[src/sv/sdpt_pkg.sv]
// shared types, codes and defaults for the store distance predictor table
package sdpt_pkg;

  localparam int DEF_SET_IDX_W = 7;
  localparam int DEF_WAYS      = 4;
  localparam int DEF_TAG_W     = 16;
  localparam int DEF_TBL_CNT   = 8;

  localparam int ADDR_W  = 48;
  localparam int HIST_W  = 32;
  localparam int DIST_W  = 8;
  localparam int CONF_W  = 8;
  localparam int STAMP_W = 32;
  localparam int BYTES_W = 7;
  localparam int SHIFT_W = 4;
  localparam int SEL_W   = 3;
  localparam int CFG_IDX_W  = 1;
  localparam int CFG_DATA_W = 8;

  localparam logic [CONF_W-1:0]  RST_MAX_CONF  = 8'd15;
  localparam logic [SHIFT_W-1:0] RST_DEP_SHIFT = 4'd3;

  typedef enum logic [1:0] {
    REQ_LOOKUP   = 2'd0,
    REQ_TRAIN    = 2'd1,
    REQ_COMMIT   = 2'd2,
    REQ_PENALIZE = 2'd3
  } req_t;

  typedef enum logic [CFG_IDX_W-1:0] {
    CFG_MAX_CONF  = 1'b0,
    CFG_DEP_SHIFT = 1'b1
  } cfg_idx_t;

  typedef enum logic [1:0] {
    S_CLEAR,
    S_IDLE,
    S_EXEC
  } state_t;

  typedef struct packed {
    logic clear;
    logic load;
    logic exec;
  } dp_cmd_t;

  typedef struct packed {
    logic clear_done;
  } dp_stat_t;

endpackage

[src/sv/sdpt_ctrl.sv]
// controller: clearing pass, request sequencing and result hold
module sdpt_ctrl (
  input  logic              clk,
  input  logic              rst_n,
  input  logic              in_valid,
  output logic              in_ready,
  output logic              out_valid,
  input  logic              out_ready,
  output sdpt_pkg::dp_cmd_t cmd,
  input  sdpt_pkg::dp_stat_t stat
);
  import sdpt_pkg::*;

  state_t state_r, state_nxt;
  logic   out_valid_r, out_valid_nxt;

  always_ff @(posedge clk) begin
    if (!rst_n) begin
      state_r     <= S_CLEAR;
      out_valid_r <= 1'b0;
    end else begin
      state_r     <= state_nxt;
      out_valid_r <= out_valid_nxt;
    end
  end

  always_comb begin
    state_nxt     = state_r;
    out_valid_nxt = out_valid_r && !out_ready;
    cmd           = '0;
    in_ready      = 1'b0;
    case (state_r)
      S_CLEAR: begin
        cmd.clear = 1'b1;
        if (stat.clear_done) state_nxt = S_IDLE;
      end
      S_IDLE: begin
        in_ready = 1'b1;
        if (in_valid) begin
          cmd.load  = 1'b1;
          state_nxt = S_EXEC;
        end
      end
      S_EXEC: begin
        if (!out_valid_r || out_ready) begin
          cmd.exec      = 1'b1;
          out_valid_nxt = 1'b1;
          state_nxt     = S_IDLE;
        end
      end
      default: state_nxt = S_CLEAR;
    endcase
  end

  assign out_valid = out_valid_r;

`ifndef SYNTHESIS
  a_no_accept_in_clear: assert property (@(posedge clk) disable iff (!rst_n)
    state_r == S_CLEAR |-> !in_ready)
    else $error("input taken during clearing pass");
  a_exec_gives_result: assert property (@(posedge clk) disable iff (!rst_n)
    cmd.exec |=> out_valid_r)
    else $error("executed request gave no result");
  a_load_then_exec: assert property (@(posedge clk) disable iff (!rst_n)
    cmd.load |=> state_r == S_EXEC)
    else $error("accepted request not executed");
  a_no_exec_over_held: assert property (@(posedge clk) disable iff (!rst_n)
    cmd.exec |-> (!out_valid_r || out_ready))
    else $error("result overwritten while held");
`endif

endmodule

[config.mk]
export PLATFORM = sky130hd
export DESIGN_NAME = sdpt_ctrl
export DESIGN_NICKNAME = d
export VERILOG_FILES = /design/src/sv/sdpt_pkg.sv /design/src/sv/sdpt_ctrl.sv
export SDC_FILE = /design/constraint.sdc
export NUM_CORES = 1
export LEC_CHECK = 0
export ABC_AREA = 1
export BUFFER_PORTS_ARGS = -buffer_cell sky130_fd_sc_hd__buf_2
export CORE_AREA = 5 5 42 44
export CTS_CLUSTER_DIAMETER = 100
export CTS_CLUSTER_SIZE = 14
export DETAILED_ROUTE_END_ITERATION = 6
export DIE_AREA = 0 0 47 49
export PLACE_DENSITY = 0.39
export SLEW_MARGIN = 20
export SYNTH_ARGS = -nofsm -noshare
export SYNTH_HDL_FRONTEND = slang
export SYNTH_SLANG_ARGS = --single-unit
[constraint.sdc]
create_clock -name clk -period 1.1 [get_ports clk]
set_clock_uncertainty 0.1 [all_clocks]
set_input_delay 0 -clock clk [delete_from_list [all_inputs] [get_ports clk]]
set_output_delay 0 -clock clk [all_outputs]
set_load 0.01 [all_outputs]
==> results of run 1 <==
## per-layer routing
| layer | GRT usage [%] | vias up |
|---|---|---|
| li1 | - | 99 |
| met1 | 4.40 | 71 |
| met2 | 4.98 | 9 |
| met3 | 2.58 | 2 |
| met4 | 6.91 | 0 |
| met5 | 0 | - |
## critical path: cells and delay by family, from the launching register on
family / cells / cell delay, ns
DFF: 1 / 0.33
and+or+nand+nor: 1 / 0.16
buffers and inverters: 2 / 0.21
## power by group
part           internal, uW  switching, uW
logic                  30.6           30.7
registers               116           7.38
clock network           136           57.3
## repair_timing
item | 4_1_cts | 5_1_grt
hold endpoints to repair | 3 | 1
endpoints found under the setup margin | 1 | 2
resized for setup | 1 | 3
## through the flow
stage | worst slack (ns) | cells | util [%]
final | 0.0670 | 55 | 20.4
after detailed placement | 0.140 | 48 | 15.7
after floorplan | 0.148 | 23 | -
after CTS | 0.000957 | 55 | 19.8
after global placement | 0.147 | 48 | 15.7
after global routing | 0.00715 | 55 | 20.4
## synthesized netlist by cell type
master / instances
nand2_1: 4
o21a_1: 1
nor2_1: 2
nor3_1: 1
o21ai_0: 1
inv_1: 5
nand3_1: 1
nand2_2: 1
dfxtp_1: 3
inv_2: 1
nor2_2: 2
a21oi_2: 1
## path summary, 6_finish.rpt
kind                                   end  cells past startpoint
worst max-delay path                cmd[0]                      3
worst min-delay path            state_r[1]                      4
worst max register to register  state_r[0]                      5
worst min register to register  state_r[1]                      2
## kinds of logic after synthesis
group	count (synthesis)
simple gates	11
flops	3
compound gates	3
buf+inv	6
## cell usage in the layout, fill, tap and decap left out, types with 2 or more instances in the layout
master,n
buf_2,9
inv_1,5
nand2_1,4
nor2_2,3
clkbuf_4,3
dlygate4sd3_1,3
dfxtp_2,2
## area by class of cell
cell class / count / area (um^2)
Fill cell: 172 / 1110
Multi-Input combinational cell: 14 / 80.1
Timing Repair Buffer: 12 / 75.1
Sequential cell: 3 / 62.6
Clock buffer: 4 / 26.3
Inverter: 6 / 22.5
Tap cell: 16 / 20.0
## registers in the layout, summed over array words and instances, names as in the netlist
signal and count:
state_r 2, out_valid 1
==> summary.md, run 1 <==
The run finished, with violations left. The checks that failed: negative hold slack. The via count of the routed design is 181.

The die outline width is 47 um. Ranked by total cell area, the synthesized netlist is headed by dfxtp_1 39%, inv_1 12%, nand2_1 9.7%, nor2_2 8.1%, a21oi_2 5.6%. For this design the ratio of total power to cell area is 1320 mW/mm^2. Along the worst path, the maximum fanout reaches 4. Topmost layer with routed signal wires: met4. IR analysis of the VDD net gives a maximum drop of 230 uV. Total count of max-transition violations in the final report: 0. The final layout net count is 45. The largest total area in the synthesized netlist belongs to dfxtp_1.

The tools report the startpoint of the tightest hold check path as out_ready. The logs give 174 for the via count of the first global-routing pass and 344 um for the detailed placer's ending HPWL. After clock tree synthesis, the clock-pin slew on the worst setup and hold paths is 0.04 ns. The portion of synthesized area spent on multiplexers is 0%. Data arrives at the worst endpoint at 0.93 ns.

The total leakage power came out at 0.000153 uW. Summing the sequential cell areas from Yosys gives 38.7% of the chip area. The routed design has 444 um of wire. The Yosys step of the flow raised 0 warnings. The synthesized design contains 3 register bits. The floorplan has 14 rows.

The number of DRC markers in iteration 0 was 3. The number of post-CTS setup repair buffers is 0, and the synthesized net count is 28. The final cycle utilization of the critical path is 93.9%, and the required arrival time at the worst endpoint is 1.00 ns. Of the total synthesized cell area, the portion taken by AND, OR, NAND and NOR gates is 33.1%. Dividing the synthesized area by the synthesized cell count gives 6.75 um^2.

The tools report the wire length on met1 as 186 um. The compound-cell area share of the yosys netlist works out to 13.7%. With fillers left out, the area of the finished cells amounts to 287 um^2.

Synthesis instantiated 12 different standard cells from the library. The tools report the relative max-transition margin as 90.3%. For this run, the slowest stage of the critical path takes 0.33 ns.

Class of the worst hold path: primary input to flop. Area growth from synthesis to final layout: 84.7%. For the number of antenna violations at the first check in global routing, the log shows 0. The worst path in the final design needs a cycle of 1.03 ns, including I/O delays and setup.

For this run, the top clock speed supported by timing is 968 MHz. The number of vias per cell is 3.29, and the synthesized instance count is 23. Once detail routing completed, the nets flagged for antenna violations numbered 0. The core region is 0.00140 mm^2. TritonCTS created 3 clock buffers. The first-pass detailed-route iteration total is 4, and the area of the die is 0.00230 mm^2. The global-route wire length before repair is 641 um. In this run the biggest area consumer among cell types represents 38.7% of the synthesized area. The setup check on the worst reg-to-reg path leaves a slack of 0.20 ns. Setup repair after global routing left no endpoint under its margin. The number of hold buffers added after CTS was 3. The run gives 3 as the total clock sinks. Wire segments on met2 add up to 191 um in the final route.

Fraction of the mapped netlist area in adder cells: 0%. Tracing the worst setup path back leads to its startpoint at state_r[1]. The final weighted congestion in routability-driven placement was 0.656.

The logs give -0.0409 ns for the final hold slack and 10 for the I/O pin count. At the later pin of the worst-skew pair, clock insertion delay measures 0.23 ns. The routed length per instance is 8.07 um.

Of the cells placed in the final design, the portion with a size suffix greater than 1 is 53.8%. The xor/xnor share of the synthesized area came out at 0%. In this run the tool buffered the top-level ports with 9 buffer cells. The die span in y works out to 49 um.

After synthesis, the largest family of logic cells by area is simple AND/OR/NAND/NOR gates. Sort of element at the start of the critical path: a flop. The critical path is of the flop to output pin type.

TritonCTS built the clock tree. The logs give 11.1% for the effective utilization at floorplan and 0 ns for the final sum of negative setup slack. The total met3 wirelength after detailed routing came out at 62 um.

Walking the worst path, the cells encountered are inv_2 > nor3_1 > buf_2. The repair_antennas step left the layout with diodes totalling 0. Max-cap violation count: 0.

The tools report the number of levels in the clock H-tree as 1. The worst setup path is captured at an output pin. At the pin with the least slew margin, the transition time is 0.144 ns. After layout, the design draws a total of 378 uW. Clock tree synthesis selected as its root buffer the cell clkbuf_4. For this run, the total global-route usage over all layers was measured as 4.51%. The global-route congestion overflow total is 0.

Entering global routing, the biggest net connects 7 pins. The count of endpoints failing setup in the final report came out at 0. For this run, design rule violations remaining after detail routing come to 0. The total count of hold-check failures in the final report is 1. The worst register-to-register path begins at out_valid. The slowest stage of the critical path belongs to the cell dfxtp_2. For the total standard cell area after synthesis, the log shows 155 um^2.

After detailed placement, the total cell area comes to 220 um^2. No sink is reached through more buffers than the 2 on the longest clock path.
Power figures use the tool's default switching activity.
==> run 2, diff against run 1 <==
CELL_PAD_IN_SITES_DETAIL_PLACEMENT = 0   (was unset)
CELL_PAD_IN_SITES_GLOBAL_PLACEMENT = 1   (was unset)
PLACE_DENSITY = 0.49   (was 0.39)
clock period = 1.05 ns   (was 1.1 ns; I/O delays follow)
==> run 2 against run 1 <==
Against the previous run:
- cell count fell by 3.6%
- highest routed layer unchanged
- largest cell class unchanged
- core utilization fell by 0.54 points
- register-to-register slack lost 0.04 ns
- via count decreased by 1.1%
- sequential power grew 4%
- first-iteration DRC count down 67%
- cell area decreased by 2.6%
- the flow still finishes with violations (negative hold slack)
- sequential share of layout area rose by 1.5 points
- critical endpoint unchanged
==> summary.md, run 2 (synthesis gave the netlist of run 1 again) <==
The floorplan step set the die height to 49 um. In the routed design, unresolved DRC markers number 0. The hold buffer count at CTS came out at 1. The tools report the I/O pin count as 10. The clock passes through at most 2 buffers. The worst path needs 1.02 ns of the cycle, external delays included. The global-route wire length before repair was 724 um; the max-cap violation count was 0. From left edge to right edge, the die measures 47 um. Via count of the first global-routing pass: 198. The top cell types in the final layout, fill and taps aside, are 9 x buf_2, 5 x inv_1, 4 x nand2_1, 3 x clkbuf_4, 2 x nor2_2. Cells with a size suffix above 1 make up 59.5% of the layout. Worst reg-to-reg setup slack: 0.16 ns. Summed over all cells, the static leakage comes to 0.000145 uW. The slew at the pin closest to its max-slew limit is 0.139 ns.

The cell area power density came out at 1400 mW/mm^2. The area taken by multi-input logic gates is 90.1 um^2. The antenna violation net count after detailed routing came out at 0. Setup repair after global routing could not meet its margin everywhere.

For the worst flop-to-flop path, the logic depth is 5. TritonCTS built the clock tree. The worst setup path is launched from a flop. In this run the standard cell core region covers 0.00140 mm^2. The number of antenna violations at the first check in global routing is 0. Overall power consumption: 391 uW. Clock-pin slew was measured on the worst setup and hold paths at 0.04 ns. The worst register-to-register path begins at state_r[1]. The run gives 19.9% as the utilization of the core after routing. For the achievable clock frequency, the log shows 985 MHz. The count of endpoints failing setup in the final report is 0, and the final weighted congestion in routability-driven placement is 0.609. The start-to-end type of the worst setup path is flop to output pin. In the finished design, the share of the clock period the worst path needs comes to 96.7%.

The worst hold path belongs to the class primary input to flop. The library cell used most frequently in the layout, excluding fill and tap cells, is buf_2. Counting tap cells, the placed design contains a total of 48 instances. For the count of filler cells inserted in the layout, the log shows 175. The required arrival time at the worst endpoint came out at 0.95 ns. The flow ran to the end, but the final reports show violations.

Global-route congestion overflow total: 0. The checks that failed: negative hold slack. In this run the worst setup path begins at state_r[1].

The tools report the total count of max-transition violations in the final report as 0. Once the floorplan was initialized, standard cells occupied 11.1% of the core. For the first-pass detailed-route iteration total, the log shows 2. The number of levels in the clock H-tree is 1, and the flip-flop count of the largest register, all copies and words added is 2. In the final routed layout, each cell accounts on average for 7.55 um. The critical path ends at cmd[0]. The maximum number of pins on one net before global-route repair was 7; the cell row count was 14. The area growth from synthesis to layout is 79.8%.

The destination of the worst register-to-register timing path is state_r[0]. Counting every sink on the clock net gives 3. The relative max-transition margin came out at 90.6%. The logs give 2 for the total count of hold-check failures in the final report and -0.0549 ns for the final hold slack. Counting flops per register, the top entry is state_r. At the worst endpoint, the arrival time is 0.92 ns. Once layout is complete, the cells apart from fillers number 53. For the worst-skew pair, the clock arrives at the later sink with an insertion delay of 0.23 ns. After clock tree synthesis, the setup repair step added 0 buffers. The number of DRC markers in iteration 0 is 1, and the combined flip-flop and latch cell area is 65.1 um^2. Across all layers, the routed design uses 179 vias. The number of port buffers is 9. The tools report the worst setup slack after layout as 0.0349 ns.

The repair_antennas step left the layout with diodes totalling 0. The tools report the number of CTS-inserted buffers as 3. The number of vias per cell was 3.38. STA classifies the critical path endpoint as an output pin. In the final design database the tool counted 43 nets. The top fanout value on the critical path was 4. The worst-case IR drop observed on VDD is 332 uV. The final layout contains routed wiring with a total length of 400 um. The die covers 0.00230 mm^2. Before CTS, the worst setup slack after placement is 0.0881 ns. Global routing used 5.00% of the available tracks across all layers. CTS placed an instance of clkbuf_4 at the clock tree root.
-- run 2: changes by cell type in the layout (fill, tap and decap cells not counted) --
cell           previous run  this run
dfxtp_2                   2         1
dfxtp_4                   0         1
dlygate4sd3_1             3         1
nor2_2                    3         2
nor2_4                    0         1
nor3_1                    1         0
nor3_2                    0         1
-- run 2: layout make-up --
cell class | instances | area share (%)
multi-input combinational | 14 | 32.3
sequential | 3 | 23.3
timing repair buffer | 10 | 19.7
clock buffer | 4 | 9.42
inverter | 6 | 8.07
tap | 16 | 7.17
-- run 2: routing by layer --
| layer | up-vias | GRT usage, % | routed length, um |
|---|---|---|---|
| li1 | 98 | - | - |
| met1 | 71 | 4.39 | 151 |
| met2 | 8 | 5.66 | 177 |
| met3 | 2 | 4.06 | 64 |
| met4 | 0 | 6.91 | 6 |
| met5 | - | 0 | 0 |
-- run 2: metrics by stage --
step,area [um^2],TNS [ns]
final,279,0
after global routing,279,-0.0927
after CTS,262,0
after detailed placement,220,0
after global placement,220,0
after floorplan,155,0
-- run 2: how the worst min path moves through the flow --
| stage | slack, ns | depth (start not counted) | to | from |
|---|---|---|---|---|
| 3_3_place_gp | 0.15 | 2 | out_valid | rst_n |
| 4_1_cts | -0.05 | 4 | state_r[1] | out_ready |
| 6_report | -0.05 | 3 | state_r[1] | in_valid |
| 3_5_place_dp | 0.16 | 2 | out_valid | rst_n |
| 2_1_floorplan | 0.02 | 1 | out_valid | rst_n |
| 5_1_grt | -0.04 | 3 | state_r[1] | in_valid |
-- run 2: what timing repair did --
action / 4_1_cts / 5_1_grt
setup endpoints to repair: 2 / 2
resized for setup: 3 / 4
hold endpoints to repair: 3 / 1
-- run 2: worst max-delay path: stages, from the launching register on --
cell and delay (ns):
dfxtp_2 0.33, inv_2 0.06, nor3_2 0.15, buf_2 0.14
-- run 2: report_power, final --
group	internal (uW)	switching (uW)	total, uW
clock	142	59.0	201
combinational	28.0	32.4	60.4
sequential	121	7.88	129
total	292	99.2	391
==> run 3, diff against run 2 <==
BUFFER_PORTS_ARGS = -buffer_cell sky130_fd_sc_hd__clkbuf_2   (was -buffer_cell sky130_fd_sc_hd__buf_2)
PLACE_DENSITY = 0.51   (was 0.49)
SLEW_MARGIN = unset   (was 20)
clock period = 0.9 ns   (was 1.05 ns; I/O delays follow)
==> run 3 against run 2 <==
Against the previous run:
- the run ends with negative hold slack, negative setup slack left
- sequential share of layout area down 3.7 points
- worst setup slack worse by 0.14 ns
- cell area up 21%
==> summary.md, run 3 (synthesis gave the netlist of run 1 again) <==
The flow ran to the end, but the final reports show violations. The final reports fail on negative hold slack, negative setup slack. The top fanout value on the critical path was 4.

At the worst endpoint, the arrival time is 0.91 ns. The routed length per instance was 7.49 um; the die span in y was 49 um. The final weighted congestion in routability-driven placement is 0.648. The final layout net count was 47. Dividing the detail-routed via count by the number of cells gives 3.42. The count of nets left with antenna violations once routing finished came out at 0. Start-to-end type of the worst setup path: flop to output pin. Dividing total power by cell area gives a power density of 1430 mW/mm^2. The worst hold path begins at in_valid.

Kind of end point of the critical path: an output pin. The logs give 195 for the via count of the routed design and 2 for the hold buffer count at CTS. The shortest clock period the worst path allows after layout was 1.01 ns; the worst IR drop on VDD was 406 uV.

The worst register-to-register path has a depth of 6. The register with the most flip-flops in the layout has 2 of them. The number of antenna diodes was 0; the total count of max-transition violations in the final report was 0.

The final hold slack was -0.0360 ns. The most common library cell in the layout ignoring fill and taps is clkbuf_2. Global routing finished with a remaining overflow of 0.

The slew at the pin closest to its max-slew limit is 0.112 ns, and the first-pass detailed-route iteration total is 1. After filler insertion, the fill cell instance count of the layout stands at 174. In this run the critical register-to-register path is captured at state_r[0]. The cell row count was 14. The tools report the I/O pin count as 10. Setup violations remaining at the end of the flow were counted as 6. The instance count along the most critical hold path was 4; the die outline width was 47 um. The number of antenna violations at the first check in global routing is 0, and the number of levels in the clock H-tree is 1.

The run gives 0 as the post-route DRC violation count. The total count of hold-check failures in the final report was 2; the detailed placer's ending HPWL was 334 um. The number of CTS-inserted buffers is 3, and the achievable clock frequency is 992 MHz.

TritonCTS built the clock tree. The logs give 216 for the via count of the first global-routing pass and 6.33% for the fraction of met2 tracks used by global routing. The first global-routing pass estimated 786 um of wire.

The total clock sinks came out at 3. The path class of the tightest hold or removal check is primary input to flop. The worst setup path is launched from a flop. For the maximum number of pins on one net before global-route repair, the log shows 7. The worst setup slack after layout was -0.109 ns; the area taken by multi-input logic gates was 105 um^2.

The max-cap violation count was 0. At the later pin of the worst-skew pair, clock insertion delay measures 0.23 ns. The longest clock path from root to sink contains 2 buffers. The number of port buffers was 9.

Setup repair after global routing could not meet its margin everywhere. The area growth from synthesis to final layout is 118%. The total area inside the core boundary comes to 0.00140 mm^2. At the worst endpoint, the required time is 0.80 ns. The final cycle utilization of the critical path came out at 112%. The most congested layer reported by global routing was met4. The met3 demand-to-capacity share in global routing is 2.21%. The relative max-transition margin is 92.5%, and the global-route usage over all layers is 5.14%.

The design draws 483 uW. After clock tree synthesis, the clock-pin slew on the worst setup and hold paths is 0.03 ns. The top cell types in the final layout, fill and taps aside, are 7 x clkbuf_2, 4 x inv_1, 3 x nand2_1, 3 x nor2_4, 3 x clkbuf_4. The layout cell share with drive strength beyond 1 works out to 70.7%. The top register by number of flip-flops was state_r. Master cell of the clock root buffer: clkbuf_4. For the total leakage power, the log shows 0.000169 uW.

The first routing iteration left 0 violations. Wires add up to 427 um. The path with the worst hold slack has its endpoint at state_r[0].

The run gives 11.1% as the effective utilization at floorplan. In the final layout, flip-flops and latches occupy 66.3 um^2. Tracing the worst setup path back leads to its startpoint at state_r[1]. Met1 demand-to-capacity share in global routing: 5.26%. For the area of the die, the log shows 0.00230 mm^2.

Reg-to-reg critical path startpoint: state_r[1]. The worst register-to-register path has a setup slack of -0.04 ns.
[run 3: changes by cell type in the layout (fill, tap and decap cells not counted), sizes merged]
| cell | previous run | this run |
|---|---|---|
| clkbuf | 4 | 11 |
| buf | 9 | 5 |
| dlygate4sd3 | 1 | 2 |
[run 3: cell type report]
cell class,instances,area share [%]
clock buffers,4,7.78
flip-flops and latches,3,19.6
repair buffers,14,28.9
well taps,16,5.93
inverters,6,6.67
multi-input cells,14,31.1
[run 3: per-layer routing]
layer | up-vias | routed length [um]
li1 | 104 | -
met1 | 83 | 178
met2 | 6 | 201
met3 | 2 | 41
met4 | 0 | 5
met5 | - | 0
[run 3: what timing repair did]
item                                    4_1_cts  5_1_grt
hold endpoints to repair                      3        1
gates cloned                                  0        0
buffers inserted                              2        1
endpoints found under the setup margin        7        7
resized for setup                             9        6
pin swaps                                     3        3
[run 3: per-stage QoR]
stage | cell area (um^2) | TNS (ns) | setup slack [ns] | cells | util (%)
2_1_floorplan | 161 | 0 | 0.00669 | 23 | -
3_3_place_gp | 226 | -0.0416 | -0.0285 | 48 | 16.2
3_5_place_dp | 226 | -0.0332 | -0.0318 | 48 | 16.2
4_1_cts | 314 | -0.570 | -0.148 | 56 | 22.4
5_1_grt | 338 | -0.741 | -0.169 | 57 | 24.1
6_report | 338 | -0.370 | -0.109 | 57 | 24.1
[run 3: worst max path at each step]
stage                  to  slack (ns)  cells past startpoint
4_1_cts            cmd[0]       -0.15                      4
2_1_floorplan  state_r[0]       0.007                      5
3_3_place_gp   state_r[0]       -0.03                      5
5_1_grt            cmd[0]       -0.17                      3
6_report           cmd[0]       -0.11                      3
3_5_place_dp   state_r[0]       -0.03                      5
[run 3: power by group]
part | total, uW | internal, uW | leakage, uW | switching (uW)
Sequential | 154 | 142 | 0.0000261 | 12.7
Clock | 231 | 166 | 0.0000150 | 65.2
Combinational | 97.8 | 54.1 | 0.000128 | 43.7
Total | 483 | 362 | 0.000169 | 122
[run 3: critical path, cell delays in order (launching register included)]
cell and delay [ns]:
dfxtp_2 0.32, inv_2 0.06, nor3_2 0.16, buf_2 0.15
